<file path="src/design/bmb_pkg.sv">
package bmb_pkg;

  // Field widths of the request and response items.
  localparam int BAR_W      = 4;
  localparam int LVL_W      = 8;
  localparam int DISP_W     = 16;
  localparam int CFG_IDX_W  = 2;
  localparam int CFG_DATA_W = 16;

  // Default number of bars held in the state memory.
  localparam int BAR_COUNT_DEF = 16;

  // Configuration register indexes.
  localparam logic [CFG_IDX_W-1:0] CFG_PEAK_FALL     = 2'd0;
  localparam logic [CFG_IDX_W-1:0] CFG_TARGET_FALL   = 2'd1;
  localparam logic [CFG_IDX_W-1:0] CFG_DISP_MIN_RISE = 2'd2;
  localparam logic [CFG_IDX_W-1:0] CFG_DISP_MIN_FALL = 2'd3;

  // Configuration reset values.
  localparam logic [LVL_W-1:0]  PEAK_FALL_RST     = 8'd8;
  localparam logic [LVL_W-1:0]  TARGET_FALL_RST   = 8'd6;
  localparam logic [DISP_W-1:0] DISP_MIN_RISE_RST = 16'd48;
  localparam logic [DISP_W-1:0] DISP_MIN_FALL_RST = 16'd24;

  // Reciprocal constants for the truncating divisions by 5 and by 10.
  localparam logic [7:0]  RECIP5     = 8'd205;
  localparam int          RECIP5_SH  = 10;
  localparam logic [17:0] RECIP10    = 18'd209716;
  localparam int          RECIP10_SH = 21;

  // Per-bar state as stored in one memory word.
  typedef struct packed {
    logic [LVL_W-1:0]  tgt;
    logic [LVL_W-1:0]  cur;
    logic [LVL_W-1:0]  pk;
    logic [DISP_W-1:0] disp;
  } bmb_state_t;

  localparam int STATE_W = $bits(bmb_state_t);

  // Configuration registers as seen by the datapath.
  typedef struct packed {
    logic [LVL_W-1:0]  peak_fall_step;
    logic [LVL_W-1:0]  target_fall_step;
    logic [DISP_W-1:0] display_min_rise;
    logic [DISP_W-1:0] display_min_fall;
  } bmb_cfg_t;

endpackage

</file>
<file path="src/design/bmb_req_if.sv">
interface bmb_req_if import bmb_pkg::*; ();
  logic             valid;
  logic             ready;
  logic             req_type;
  logic [BAR_W-1:0] bar_index;
  logic [LVL_W-1:0] amplitude;

  modport source (output valid, req_type, bar_index, amplitude, input ready);
  modport sink   (input valid, req_type, bar_index, amplitude, output ready);
endinterface

</file>
<file path="src/design/bmb_rsp_if.sv">
interface bmb_rsp_if import bmb_pkg::*; ();
  logic             valid;
  logic             ready;
  logic [BAR_W-1:0] bar_out;
  logic [LVL_W-1:0] display_level;
  logic [LVL_W-1:0] peak_level;

  modport source (output valid, bar_out, display_level, peak_level, input ready);
  modport sink   (input valid, bar_out, display_level, peak_level, output ready);
endinterface

</file>
<file path="src/design/bmb_ram.sv">
module bmb_ram #(
  parameter int WIDTH = 8,
  parameter int DEPTH = 16,
  localparam int AW = (DEPTH > 1) ? $clog2(DEPTH) : 1
) (
  input  logic             clk,
  input  logic             we,
  input  logic [AW-1:0]    waddr,
  input  logic [WIDTH-1:0] wdata,
  input  logic             re,
  input  logic [AW-1:0]    raddr,
  output logic [WIDTH-1:0] rdata
);

  logic [WIDTH-1:0] mem [DEPTH];
  logic [WIDTH-1:0] rdata_r;

  // One write port, one registered read port; a read at the written address returns old data.
  always_ff @(posedge clk) begin
    if (we) begin
      mem[waddr] <= wdata;
    end
    if (re) begin
      rdata_r <= mem[raddr];
    end
  end

  assign rdata = rdata_r;

endmodule

</file>
<file path="src/design/bmb_level.sv">
module bmb_level import bmb_pkg::*; (
  input  bmb_state_t       st_i,
  input  logic             frame,
  input  logic [LVL_W-1:0] amp,
  input  bmb_cfg_t         cfg,
  output bmb_state_t       st_o
);

  logic [LVL_W-1:0] tgt_in;
  logic [LVL_W-1:0] pk_in;
  logic [LVL_W-1:0] gap_up;
  logic [LVL_W-1:0] gap_dn;
  logic [9:0]       up3;
  logic [8:0]       dn2;
  logic [16:0]      dn_prod;
  logic [6:0]       dn_q;
  logic [LVL_W-1:0] cur_new;
  logic [LVL_W:0]   pk_lim;
  logic [LVL_W-1:0] pk_new;
  logic [LVL_W-1:0] tgt_new;

  // A new frame loads the target and may raise the peak.
  always_comb begin
    tgt_in = frame ? amp : st_i.tgt;
    pk_in  = (frame && (amp > st_i.pk)) ? amp : st_i.pk;
  end

  // Level rises by 3/4 of the gap or falls by 2/5 of it, truncated.
  always_comb begin
    gap_up  = tgt_in - st_i.cur;
    gap_dn  = st_i.cur - tgt_in;
    up3     = ({2'b00, gap_up} << 1) + {2'b00, gap_up};
    dn2     = {gap_dn, 1'b0};
    dn_prod = dn2 * RECIP5;
    dn_q    = dn_prod[16:RECIP5_SH];
    if (st_i.cur < tgt_in) begin
      cur_new = st_i.cur + LVL_W'(up3 >> 2);
    end else begin
      cur_new = st_i.cur - {1'b0, dn_q};
    end
  end

  // Peak drops by its step but never below the new level.
  always_comb begin
    pk_lim = {1'b0, cur_new} + {1'b0, cfg.peak_fall_step};
    if (pk_in > cur_new) begin
      pk_new = ({1'b0, pk_in} < pk_lim) ? cur_new : pk_in - cfg.peak_fall_step;
    end else begin
      pk_new = pk_in;
    end
  end

  // Without a frame the target decays toward zero.
  always_comb begin
    if (!frame && (tgt_in != '0)) begin
      tgt_new = (tgt_in <= cfg.target_fall_step) ? '0 : tgt_in - cfg.target_fall_step;
    end else begin
      tgt_new = tgt_in;
    end
  end

  always_comb begin
    st_o.tgt  = tgt_new;
    st_o.cur  = cur_new;
    st_o.pk   = pk_new;
    st_o.disp = st_i.disp;
  end

endmodule

</file>
<file path="src/design/bmb_display.sv">
module bmb_display import bmb_pkg::*; (
  input  logic [LVL_W-1:0]  cur,
  input  logic [DISP_W-1:0] disp,
  input  bmb_cfg_t          cfg,
  output logic [DISP_W-1:0] disp_o
);

  logic [DISP_W-1:0] goal;
  logic [DISP_W-1:0] rise_gap;
  logic [18:0]       rise_prod;
  logic [DISP_W-1:0] rise_st;
  logic [DISP_W-1:0] rise_st_m;
  logic [DISP_W:0]   rise_sum;
  logic [DISP_W-1:0] disp_up;
  logic [DISP_W-1:0] fall_gap;
  logic [17:0]       fall3;
  logic [35:0]       fall_prod;
  logic [DISP_W-1:0] fall_st;
  logic [DISP_W-1:0] fall_st_m;
  logic [DISP_W:0]   fall_lim;
  logic [DISP_W-1:0] disp_dn;

  assign goal = {cur, 8'h00};

  // Rise by 5/8 of the gap, at least the minimum step, clamped at the goal.
  always_comb begin
    rise_gap  = goal - disp;
    rise_prod = ({3'b000, rise_gap} << 2) + {3'b000, rise_gap};
    rise_st   = rise_prod[18:3];
    rise_st_m = (rise_st < cfg.display_min_rise) ? cfg.display_min_rise : rise_st;
    rise_sum  = {1'b0, disp} + {1'b0, rise_st_m};
    disp_up   = (rise_sum > {1'b0, goal}) ? goal : rise_sum[DISP_W-1:0];
  end

  // Fall by 3/10 of the gap through a reciprocal multiply, clamped at the goal.
  always_comb begin
    fall_gap  = disp - goal;
    fall3     = ({2'b00, fall_gap} << 1) + {2'b00, fall_gap};
    fall_prod = fall3 * RECIP10;
    fall_st   = {1'b0, fall_prod[35:RECIP10_SH]};
    fall_st_m = (fall_st < cfg.display_min_fall) ? cfg.display_min_fall : fall_st;
    fall_lim  = {1'b0, goal} + {1'b0, fall_st_m};
    disp_dn   = ({1'b0, disp} < fall_lim) ? goal : disp - fall_st_m;
  end

  always_comb begin
    if (goal > disp) begin
      disp_o = disp_up;
    end else if (goal < disp) begin
      disp_o = disp_dn;
    end else begin
      disp_o = disp;
    end
  end

endmodule

</file>
<file path="src/design/bar_meter_ballistics_unit.sv">
// Channel   Direction  Payload                                   Transfer
// in_req    sink       req_type, bar_index, amplitude            valid && ready
// out_rsp   source     bar_out, display_level, peak_level        valid && ready
// cfg_*     sink       cfg_idx, cfg_wdata                        cfg_we
//
// One request per clock while the output is not stalled; each result passes stage 1, stage 2 and the output register.
// The rate is set by the state memory: one read and one write port, one bar per cycle.
// Back-to-back requests to the same bar are served by forwarding from the display stage
// and from the last write. Reset clears per-bar valid bits at once; no clearing pass.
// A stalled output backs up the two compute stages and then drops in_req.ready.
module bar_meter_ballistics_unit import bmb_pkg::*; #(
  parameter int BAR_COUNT = BAR_COUNT_DEF
) (
  input  logic                  clk,
  input  logic                  rst_n,
  bmb_req_if.sink               in_req,
  bmb_rsp_if.source             out_rsp,
  input  logic                  cfg_we,
  input  logic [CFG_IDX_W-1:0]  cfg_idx,
  input  logic [CFG_DATA_W-1:0] cfg_wdata
);

  localparam int BAR_AW = (BAR_COUNT > 1) ? $clog2(BAR_COUNT) : 1;

  bmb_cfg_t cfg_r;

  logic              in_acc;
  logic              in_rng;
  logic [BAR_AW-1:0] rd_addr;
  logic [STATE_W-1:0] rd_data;
  logic              rd_vld_r;
  logic [BAR_COUNT-1:0] valid_r;

  logic              s1_v_r;
  logic              s1_frame_r;
  logic [BAR_W-1:0]  s1_bar_r;
  logic [LVL_W-1:0]  s1_amp_r;
  logic              s1_inr_r;
  logic [BAR_AW-1:0] s1_addr;
  logic              fwd_s2;
  logic              fwd_w;
  bmb_state_t        s1_base;
  bmb_state_t        s1_st_new;

  logic              s2_v_r;
  logic [BAR_W-1:0]  s2_bar_r;
  logic              s2_inr_r;
  bmb_state_t        s2_st_r;
  logic [DISP_W-1:0] s2_disp_new;
  bmb_state_t        s2_wr_st;

  logic              w_v_r;
  logic [BAR_AW-1:0] w_addr_r;
  bmb_state_t        w_st_r;
  logic              wr_en;
  logic [BAR_AW-1:0] wr_addr;

  logic              out_v_r;
  logic [BAR_W-1:0]  out_bar_r;
  logic [LVL_W-1:0]  out_disp_r;
  logic [LVL_W-1:0]  out_peak_r;

  logic              out_en;
  logic              s2_load;
  logic              s1_load;
  logic              s2_go;
  logic              s1_go;

  // Configuration registers.
  always_ff @(posedge clk) begin
    if (!rst_n) begin
      cfg_r.peak_fall_step   <= PEAK_FALL_RST;
      cfg_r.target_fall_step <= TARGET_FALL_RST;
      cfg_r.display_min_rise <= DISP_MIN_RISE_RST;
      cfg_r.display_min_fall <= DISP_MIN_FALL_RST;
    end else if (cfg_we) begin
      case (cfg_idx)
        CFG_PEAK_FALL:     cfg_r.peak_fall_step   <= cfg_wdata[LVL_W-1:0];
        CFG_TARGET_FALL:   cfg_r.target_fall_step <= cfg_wdata[LVL_W-1:0];
        CFG_DISP_MIN_RISE: cfg_r.display_min_rise <= cfg_wdata[DISP_W-1:0];
        CFG_DISP_MIN_FALL: cfg_r.display_min_fall <= cfg_wdata[DISP_W-1:0];
        default: begin
        end
      endcase
    end
  end

  // Pipeline handshake: each stage loads when it is empty or drains forward.
  always_comb begin
    out_en       = !out_v_r || out_rsp.ready;
    s2_load      = !s2_v_r || out_en;
    s1_load      = !s1_v_r || s2_load;
    s2_go        = s2_v_r && out_en;
    s1_go        = s1_v_r && s2_load;
    in_req.ready = s1_load;
    in_acc       = in_req.valid && s1_load;
  end

  // Request decode and memory read issue.
  assign in_rng  = (32'(in_req.bar_index) < 32'(BAR_COUNT));
  assign rd_addr = BAR_AW'(in_req.bar_index);

  bmb_ram #(
    .WIDTH (STATE_W),
    .DEPTH (BAR_COUNT)
  ) u_state_ram (
    .clk   (clk),
    .we    (wr_en),
    .waddr (wr_addr),
    .wdata (s2_wr_st),
    .re    (in_acc && in_rng),
    .raddr (rd_addr),
    .rdata (rd_data)
  );

  // Stage 1 request registers and the valid bit of the entry being read.
  always_ff @(posedge clk) begin
    if (!rst_n) begin
      s1_v_r <= 1'b0;
    end else if (s1_load) begin
      s1_v_r <= in_req.valid;
    end
  end

  always_ff @(posedge clk) begin
    if (in_acc) begin
      s1_frame_r <= in_req.req_type;
      s1_bar_r   <= in_req.bar_index;
      s1_amp_r   <= in_req.amplitude;
      s1_inr_r   <= in_rng;
      rd_vld_r   <= in_rng && valid_r[rd_addr];
    end
  end

  // Pick the newest copy of the bar's state: display stage, last write, then memory.
  always_comb begin
    s1_addr = BAR_AW'(s1_bar_r);
    fwd_s2  = s2_v_r && s2_inr_r && (s2_bar_r == s1_bar_r);
    fwd_w   = w_v_r && (w_addr_r == s1_addr);
    if (fwd_s2) begin
      s1_base = s2_wr_st;
    end else if (fwd_w) begin
      s1_base = w_st_r;
    end else if (rd_vld_r) begin
      s1_base = rd_data;
    end else begin
      s1_base = '0;
    end
  end

  bmb_level u_level (
    .st_i  (s1_base),
    .frame (s1_frame_r),
    .amp   (s1_amp_r),
    .cfg   (cfg_r),
    .st_o  (s1_st_new)
  );

  // Stage 2 registers.
  always_ff @(posedge clk) begin
    if (!rst_n) begin
      s2_v_r <= 1'b0;
    end else if (s2_load) begin
      s2_v_r <= s1_v_r;
    end
  end

  always_ff @(posedge clk) begin
    if (s1_go) begin
      s2_bar_r <= s1_bar_r;
      s2_inr_r <= s1_inr_r;
      s2_st_r  <= s1_st_new;
    end
  end

  bmb_display u_display (
    .cur    (s2_st_r.cur),
    .disp   (s2_st_r.disp),
    .cfg    (cfg_r),
    .disp_o (s2_disp_new)
  );

  // Write-back of the updated state.
  always_comb begin
    s2_wr_st      = s2_st_r;
    s2_wr_st.disp = s2_disp_new;
    wr_en         = s2_go && s2_inr_r;
    wr_addr       = BAR_AW'(s2_bar_r);
  end

  always_ff @(posedge clk) begin
    if (!rst_n) begin
      valid_r <= '0;
      w_v_r   <= 1'b0;
    end else if (wr_en) begin
      valid_r[wr_addr] <= 1'b1;
      w_v_r            <= 1'b1;
    end
  end

  always_ff @(posedge clk) begin
    if (wr_en) begin
      w_addr_r <= wr_addr;
      w_st_r   <= s2_wr_st;
    end
  end

  // Output register; a bar outside the array reports zeros.
  always_ff @(posedge clk) begin
    if (!rst_n) begin
      out_v_r <= 1'b0;
    end else if (out_en) begin
      out_v_r <= s2_v_r;
    end
  end

  always_ff @(posedge clk) begin
    if (s2_go) begin
      out_bar_r  <= s2_bar_r;
      out_disp_r <= s2_inr_r ? s2_disp_new[DISP_W-1:LVL_W] : '0;
      out_peak_r <= s2_inr_r ? s2_st_r.pk : '0;
    end
  end

  assign out_rsp.valid         = out_v_r;
  assign out_rsp.bar_out       = out_bar_r;
  assign out_rsp.display_level = out_disp_r;
  assign out_rsp.peak_level    = out_peak_r;

endmodule

</file>
<file path="src/flat_wrapper.sv">
// flat-port wrapper written by rule: the top's interface ports become plain ports
module bar_meter_ballistics_unit_flat import bmb_pkg::*;
#(
  parameter int BAR_COUNT = BAR_COUNT_DEF
)
  (clk, rst_n, cfg_we, cfg_idx, cfg_wdata, in_req_valid, in_req_req_type, in_req_bar_index, in_req_amplitude, in_req_ready, out_rsp_valid, out_rsp_bar_out, out_rsp_display_level, out_rsp_peak_level, out_rsp_ready);
  bmb_req_if in_req_i ();
  bmb_rsp_if out_rsp_i ();
  input  logic clk;
  input  logic rst_n;
  input  logic cfg_we;
  input  logic [CFG_IDX_W-1:0] cfg_idx;
  input  logic [CFG_DATA_W-1:0] cfg_wdata;
  input wire logic [$bits(in_req_i.valid)-1:0] in_req_valid;
  input wire logic [$bits(in_req_i.req_type)-1:0] in_req_req_type;
  input wire logic [$bits(in_req_i.bar_index)-1:0] in_req_bar_index;
  input wire logic [$bits(in_req_i.amplitude)-1:0] in_req_amplitude;
  output wire logic [$bits(in_req_i.ready)-1:0] in_req_ready;
  output wire logic [$bits(out_rsp_i.valid)-1:0] out_rsp_valid;
  output wire logic [$bits(out_rsp_i.bar_out)-1:0] out_rsp_bar_out;
  output wire logic [$bits(out_rsp_i.display_level)-1:0] out_rsp_display_level;
  output wire logic [$bits(out_rsp_i.peak_level)-1:0] out_rsp_peak_level;
  input wire logic [$bits(out_rsp_i.ready)-1:0] out_rsp_ready;
  assign in_req_i.valid = in_req_valid;
  assign in_req_i.req_type = in_req_req_type;
  assign in_req_i.bar_index = in_req_bar_index;
  assign in_req_i.amplitude = in_req_amplitude;
  assign in_req_ready = in_req_i.ready;
  assign out_rsp_valid = out_rsp_i.valid;
  assign out_rsp_bar_out = out_rsp_i.bar_out;
  assign out_rsp_display_level = out_rsp_i.display_level;
  assign out_rsp_peak_level = out_rsp_i.peak_level;
  assign out_rsp_i.ready = out_rsp_ready;
  bar_meter_ballistics_unit #(.BAR_COUNT(BAR_COUNT)) u_core (.clk(clk), .rst_n(rst_n), .in_req(in_req_i), .out_rsp(out_rsp_i), .cfg_we(cfg_we), .cfg_idx(cfg_idx), .cfg_wdata(cfg_wdata));
endmodule
</file>
<file path="config.mk">
export PLATFORM = sky130hd
export DESIGN_NAME = bar_meter_ballistics_unit_flat
export DESIGN_NICKNAME = d
export VERILOG_FILES = /design/src/design/bmb_pkg.sv /design/src/design/bmb_req_if.sv /design/src/design/bmb_rsp_if.sv /design/src/design/bmb_ram.sv /design/src/design/bmb_level.sv /design/src/design/bmb_display.sv /design/src/design/bar_meter_ballistics_unit.sv /design/src/flat_wrapper.sv
export SDC_FILE = /design/constraint.sdc
export NUM_CORES = 2
export LEC_CHECK = 0
export ABC_AREA = 0
export BUFFER_PORTS_ARGS = -buffer_cell sky130_fd_sc_hd__buf_2
export CELL_PAD_IN_SITES_DETAIL_PLACEMENT = 2
export CELL_PAD_IN_SITES_GLOBAL_PLACEMENT = 2
export CORE_MARGIN = 3
export CORE_UTILIZATION = 48
export CTS_BUF_LIST = sky130_fd_sc_hd__clkbuf_8
export CTS_CLUSTER_SIZE = 24
export DETAILED_ROUTE_END_ITERATION = 16
export GPL_ROUTABILITY_DRIVEN = 0
export HOLD_SLACK_MARGIN = 0.15
export PLACE_DENSITY = 0.87
export SYNTH_ARGS = -nofsm -noshare
export SYNTH_HDL_FRONTEND = slang
export SYNTH_SLANG_ARGS = --single-unit
</file>
<file path="constraint.sdc">
create_clock -name clk -period 18.1 [get_ports clk]
set_clock_uncertainty 0.15 [all_clocks]
set_input_delay 2.715 -clock clk [delete_from_list [all_inputs] [get_ports clk]]
set_output_delay 2.715 -clock clk [all_outputs]
set_load 0.02 [all_outputs]
</file>
[Word-level counts from Yosys, hierarchy flattened]
Memory sizes are Yosys's and may differ from the RTL's. A register that Yosys moved wholly into a read port is not among the register bits.
Cells that the tools add are included.
Word-level totals
  flip-flop bits (word level): 178
  RAM bits: 640
  output and inout port bits: 22
  logic and storage cells: 105
  memories kept: 1
Memory list
  u_core.u_state_ram.mem: words 16, bits a word 40, read ports 1, clocked after Yosys merged registers in 1, write ports 1, line bmb_ram.sv:15  | logic [WIDTH-1:0] mem [DEPTH];
Operators by class
  $add $sub $neg: 15
  multipliers: 2
  order comparisons: 14
  equality and inequality tests: 5
  mux-type cells: 22
  bitwise operators: 1
  reductions and logical operators: 21
Operators by type and width (count)
  2-to-1 mux 40 bit: 3
  2-to-1 mux 16 bit: 6
  2-to-1 mux 8 bit: 7
  subtractor 16 bit: 3
  adder 16 x 16 -> 17 bit: 2
  multiplier 18 x 16 -> 34 bit, second input constant: 1
  < comparator 16 bit: 2
  subtractor 8 bit: 4
  adder 18 x 16 -> 19 bit: 1
  adder 17 x 16 -> 18 bit: 1
  > comparator 17 x 16 -> 1 bit: 1
  < comparator 16 x 17 -> 1 bit: 1
  > comparator 16 bit: 1
  > comparator 8 bit: 2
  < comparator 15 x 16 -> 1 bit: 1
  multiplier 8 x 8 -> 16 bit, second input constant: 1
  OR 16 bit: 1
  adder 9 x 8 -> 10 bit: 1
  < comparator 4 x 5 -> 1 bit, second input constant: 2
  adder 8 x 8 -> 9 bit: 1
  < comparator 8 x 9 -> 1 bit: 1
  adder 8 bit: 1
  == test 4 bit: 2
  <= comparator 8 bit: 1
  other kinds (14): 33

[Longest topological paths before layout]
  depth in word-level cells: 20
  gate-level depth with buffers: 62

[By module]
A second synthesis with hierarchy kept.
Unflattened totals
  cells, all modules: 3502
  area total of the unflattened synthesis: 48096.1 µm²
Modules (own cells, without submodules)
  bmb_ram: instances 1, cells each 1040, area an instance 25532.0 µm², seq. area each 20419.6 µm²
  bmb_display: instances 1, cells each 1273, area an instance 10715.3 µm², seq. area each 0.0 µm²
  bar_meter_ballistics_unit: instances 1, cells each 616, area an instance 7228.2 µm², seq. area each 4424.2 µm²
  bmb_level: instances 1, cells each 573, area an instance 4620.7 µm², seq. area each 0.0 µm²

[Worst setup path before layout]
OpenSTA, ideal clock, no wires.
  path type: reg2reg
  start point: register u_core.s2_st_r[24] (netlist bit)
  end point: register u_core.out_disp_r[4] (netlist: u_core.out_rsp.display_level[4]) (data pin)
  arrival: 12988 ps
  required time: 17586 ps
  path slack: 4598 ps
  cell stages (with the launch flop): 54
  path through: edfxtp_1 -> ha_1 -> inv_1 -> fa_1 -> a21o_1 -> a21oi_1 -> o21bai_1 -> a21oi_1 -> xnor2_1 -> ha_1 -> and3_1 -> a211o_1 -> a21o_1 -> xor2_1 -> ha_1 -> ha_1 -> fa_1 -> inv_1 -> (+18 left out) -> or4_1 -> o22ai_1 -> buf_2 -> nor2_1 -> a21o_1 -> ha_1 -> fa_1 -> a21o_1 -> a21oi_1 -> o21ai_0 -> xnor2_1 -> ha_1 -> nand4_1 -> nor2_1 -> a311o_1 -> nand2_1 -> o21ai_0 -> o32ai_1
Between the ends
  cells in the longest elaborated chain, start to end: 10
Ends and longest elaborated chain
  start: declaration: line bar_meter_ballistics_unit.sv:48  | bmb_state_t s2_st_r;
  start signal: assignment: line bar_meter_ballistics_unit.sv:172  | s2_st_r <= s1_st_new;
  subtractor 16 bit: line bmb_display.sv:37  | fall_gap = disp - goal;
  adder 17 x 16 -> 18 bit: line bmb_display.sv:38  | fall3 = ({2'b00, fall_gap} << 1) + {2'b00, fall_gap};
  multiplier 18 x 16 -> 34 bit: line bmb_display.sv:39  | fall_prod = fall3 * RECIP10;
  < comparator 15 x 16 -> 1 bit: line bmb_display.sv:41  | fall_st_m = (fall_st < cfg.display_min_fall) ? cfg.display_min_fall : fall_st;
  2-to-1 mux 16 bit: line bmb_display.sv:41
  adder 16 x 16 -> 17 bit: line bmb_display.sv:42  | fall_lim = {1'b0, goal} + {1'b0, fall_st_m};
  < comparator 16 x 17 -> 1 bit: line bmb_display.sv:43  | disp_dn = ({1'b0, disp} < fall_lim) ? goal : disp - fall_st_m;
  2-to-1 mux 16 bit: line bmb_display.sv:43
  2-to-1 mux 16 bit: line bmb_display.sv:49  | end else if (goal < disp) begin
  2-to-1 mux 16 bit (*): line bmb_display.sv:47  | if (goal > disp) begin
  named net u_core.s2_disp_new[12]: line bar_meter_ballistics_unit.sv:49  | logic [DISP_W-1:0] s2_disp_new;
  end signal: assignment: line bar_meter_ballistics_unit.sv:220  | out_disp_r <= s2_inr_r ? s2_disp_new[DISP_W-1:LVL_W] : '0;
  end: declaration: line bar_meter_ballistics_unit.sv:60  | logic [LVL_W-1:0] out_disp_r;
Mark *: on every way through the listed nets, which the timed path passes. The rest lies on a longest branch.
A chain may end at the register's enable or synchronous reset.

[Final worst setup path]
  start point: register u_core.s2_st_r[26] (netlist bit)
  end point: memory u_core.u_state_ram.mem[14][13] (netlist bit) (data pin)
Between the ends
  cells in the longest elaborated chain, start to end: 10
Ends and longest elaborated chain (line)
  subtractor 16 bit: bmb_display.sv:37
  adder 17 x 16 -> 18 bit: bmb_display.sv:38
  multiplier 18 x 16 -> 34 bit: bmb_display.sv:39
  < comparator 15 x 16 -> 1 bit: bmb_display.sv:41
  2-to-1 mux 16 bit: bmb_display.sv:41
  adder 16 x 16 -> 17 bit: bmb_display.sv:42
  < comparator 16 x 17 -> 1 bit: bmb_display.sv:43
  2-to-1 mux 16 bit: bmb_display.sv:43
  2-to-1 mux 16 bit: bmb_display.sv:49
  2-to-1 mux 16 bit (*): bmb_display.sv:47
  named net u_core.s2_disp_new[13]: bar_meter_ballistics_unit.sv:49
  end: declaration: bmb_ram.sv:15
Marks and branches as above.

==> flow_summary.yaml <==
outcome:
  outcome: "complete, but fails checks"
  violations: "capacitance limit, slew limit"
worst_setup_path:
  worstPathMaxFanout: 21
  path_delay_family: "compound AO/OA/AOI/OAI gates"
  critPathBufInv: 6
  cp_data_required_time_ns: 18.32
  crit_path_start_kind: "register"
  crit_cells: 55
  arrival_ns: 17.80
  crit_type: "register to register"
  endpoint_kind: "register"
  critPathSlowestCell: "a221oi_1"
  critPathMaxStageDelay_ns: 0.83
  reg2reg_depth: 55
timing:
  setup-violations-final: 0
  rsz0062_at_grt: "false"
  finalMaxSlewViolations: 1
  tns_ns: 0
  slew_headroom_pct: -0.409
  hold_violations: 0
  clock.fmax_ghz: 0.0569
  worst_pin_slew_ns: 1.49
  worst_slack_ns: 0.526
  min_period_ns: 17.57
  fin_crit_sh_pct: 97.1
route:
  wirelength_um: 185000
  met2_length_um: 88300
  drt-pass1-iter-count: 5
  top_layer: "met5"
  wl_per_cell_um: 37.7
  vias: 32700
  vias_per_cell: 6.67
  drt_iter0_drc: 4043
  wl_met3_um: 16800
  drc: 0
  drt.antenna.violating_nets: 0
  wl_met1_um: 67300
global_routing:
  grt_usage_pct: 36.5
  grt_pass1_wl_um: 267000
  antenna_found_initial: 21
  grt-ovfl-total: 0
  grt_pass1_vias: 36200
  grt_max_degree: 77
layout:
  nFillCells: 8808
  seq_area_sq_um: 24800
  nNetsFinal: 4068
  multi_input_area_sq_um: 20300
  drive_gt1_share_pct: 15.7
  syn2layout_area_growth_pct: 10.1
placed_design:
  dp_hpwl_um: 119000
  dp_slack_ns: 1.23
  io_buffers: 57
worst_hold_path:
  hold_class: "register to register"
  min_path_cells: 2
floorplanning:
  dieHeight_um: 318
  rows: 113
  core_sq_um: 95700
  initial_core_util_pct: 48.8
  io_pins: 58
  dieArea_sq_um: 101000
  die_w_um: 318
yosys:
  synth.avg_cell_area_sq_um: 13.8
  synthArstFlopShare_pct: 0
  synth_fp_nets: 3929
  yosysSeqAreaShare_pct: 53.2
  ys_warn_count: 0
  synthFlopType: "edfxtp_1"
  yosys.area.top_type: "edfxtp_1"
  yosys-top-cells-area: "edfxtp_1, ha_1, mux4_2, fa_1, dfxtp_1"
  synthCells: 3381
  netlist_area_sq_um: 46700
  synth_top_area_share_pct: 50.3
  synth_seq_cells: 850
  synth_edf_count: 782
  synth_cell_types: 82
clock_tree:
  cts.sinks: 850
  path_clk_slew_ns: 0.07
  h-tree-depth: 4
  cts_max_path_buffers: 3
  cts-root-buf: "clkbuf_8"
  insertion_delay_ns: 0.86
  cts_hold_buf: 0
  cts_tree: "done"
  numCtsBuffers: 145
job:
  cap_violations: 1
[per-layer routing]
metal / global-route usage [%] / vias up
met1: 43.6 / 17000
met4: 20.8 / 24
met5: 0.378 / -
met2: 59.7 / 2019
li1: - / 12900
met3: 9.78 / 712
[per-stage QoR]
step                cells  hold WS (ns)  area (sq um)  util (%)
global placement     4630         0.288         48600      50.8
finish               4905         0.327         51400      53.7
detailed placement   4630         0.306         48600      50.8
CTS                  4890         0.330         51300      53.6
floorplan            3381         0.274         46700         -
global route         4899         0.353         51400      53.7
[what timing repair did]
action | CTS | global route
buffers inserted | 0 | 6
endpoints found under the setup margin | 0 | 137
resized for setup | 0 | 4
[logic make-up after synthesis]
logic type               after synthesis  synth area share (%)
flip-flops                           850                  53.2
AND/OR/NAND/NOR                      625                  6.19
AO/OA/AOI/OAI                        560                  7.85
adder cells (fa/ha/maj)              512                  15.6
buffers and inverters                447                  3.74
multiplexers                         237                  10.6
XOR/XNOR                             150                  2.81
[sequential cells by signal (all words and copies together) (netlist names)]
signal,count
u_core.u_state_ram.mem,640
u_core.cfg_r,48
u_core.s1_addr,4
u_core.s1_frame_r,1
u_core.s2_st_r,40
u_core.s2_bar_r,4
u_core.s1_v_r,1
u_core.u_state_ram.rdata,40
u_core.w_st_r,32
u_core.rd_vld_r,1
u_core.w_addr_r,4
u_core.s2_v_r,1
u_core.out_rsp.valid,1
u_core.w_v_r,1
u_core.valid_r,16
u_core.out_rsp.display_level,8
u_core.s1_amp_r,8
[final timing paths]
kind / startpoint / to / slack, ns
max: u_core.s2_st_r[26]$_DFFE_PP_ / u_core.u_state_ram.mem[14][13]$_DFFE_PP_ / 0.53
min: u_core.cfg_r[12]$_SDFFE_PN0P_ / u_core.cfg_r[12]$_SDFFE_PN0P_ / 0.33
max reg2reg: u_core.s2_st_r[26]$_DFFE_PP_ / u_core.u_state_ram.mem[14][13]$_DFFE_PP_ / 0.53
min reg2reg: u_core.cfg_r[12]$_SDFFE_PN0P_ / u_core.cfg_r[12]$_SDFFE_PN0P_ / 0.33
[worst min-delay path, cell delays in order (launching register included)]
cell	delay, ns
dfxtp_1	0.31
nand2_1	0.05
a21boi_0	0.07
[final cells by class]
cell class                 instances  share of cell area (%)
antenna                            7                  0.0341
clock buffer                     150                    4.01
clock inverter                   110                    1.26
inverter                         329                    2.40
multi-input combinational       2084                    39.5
sequential                       850                    48.3
tap                             1265                    3.08
timing repair buffer             110                    1.39
[synth_stat cells, types with 39 or more instances]
cell / count
edfxtp_1: 782
xnor2_1: 100
clkbuf_1: 79
a21oi_1: 169
o21ai_0: 88
inv_1: 328
mux4_2: 205
nand2_1: 221
nand3_1: 69
fa_1: 119
a21o_1: 52
xor2_1: 50
dfxtp_1: 68
nor2b_1: 39
nor2_1: 151
ha_1: 393
[cells in the final DEF, fill, tap and decap left out, types with 69 or more instances in the layout]
master    instances
fa_1            119
o21ai_0          88
ha_1            393
inv_1           369
nor2_1          137
nand3_1          69
mux4_2          205
xnor2_1         100
a21oi_1         167
edfxtp_1        782
nand2_1         221
clkbuf_8        150
Power is left out: the tool's default activity adds up to more than one toggle a clock period on the data nets, which glitch-free logic cannot reach.
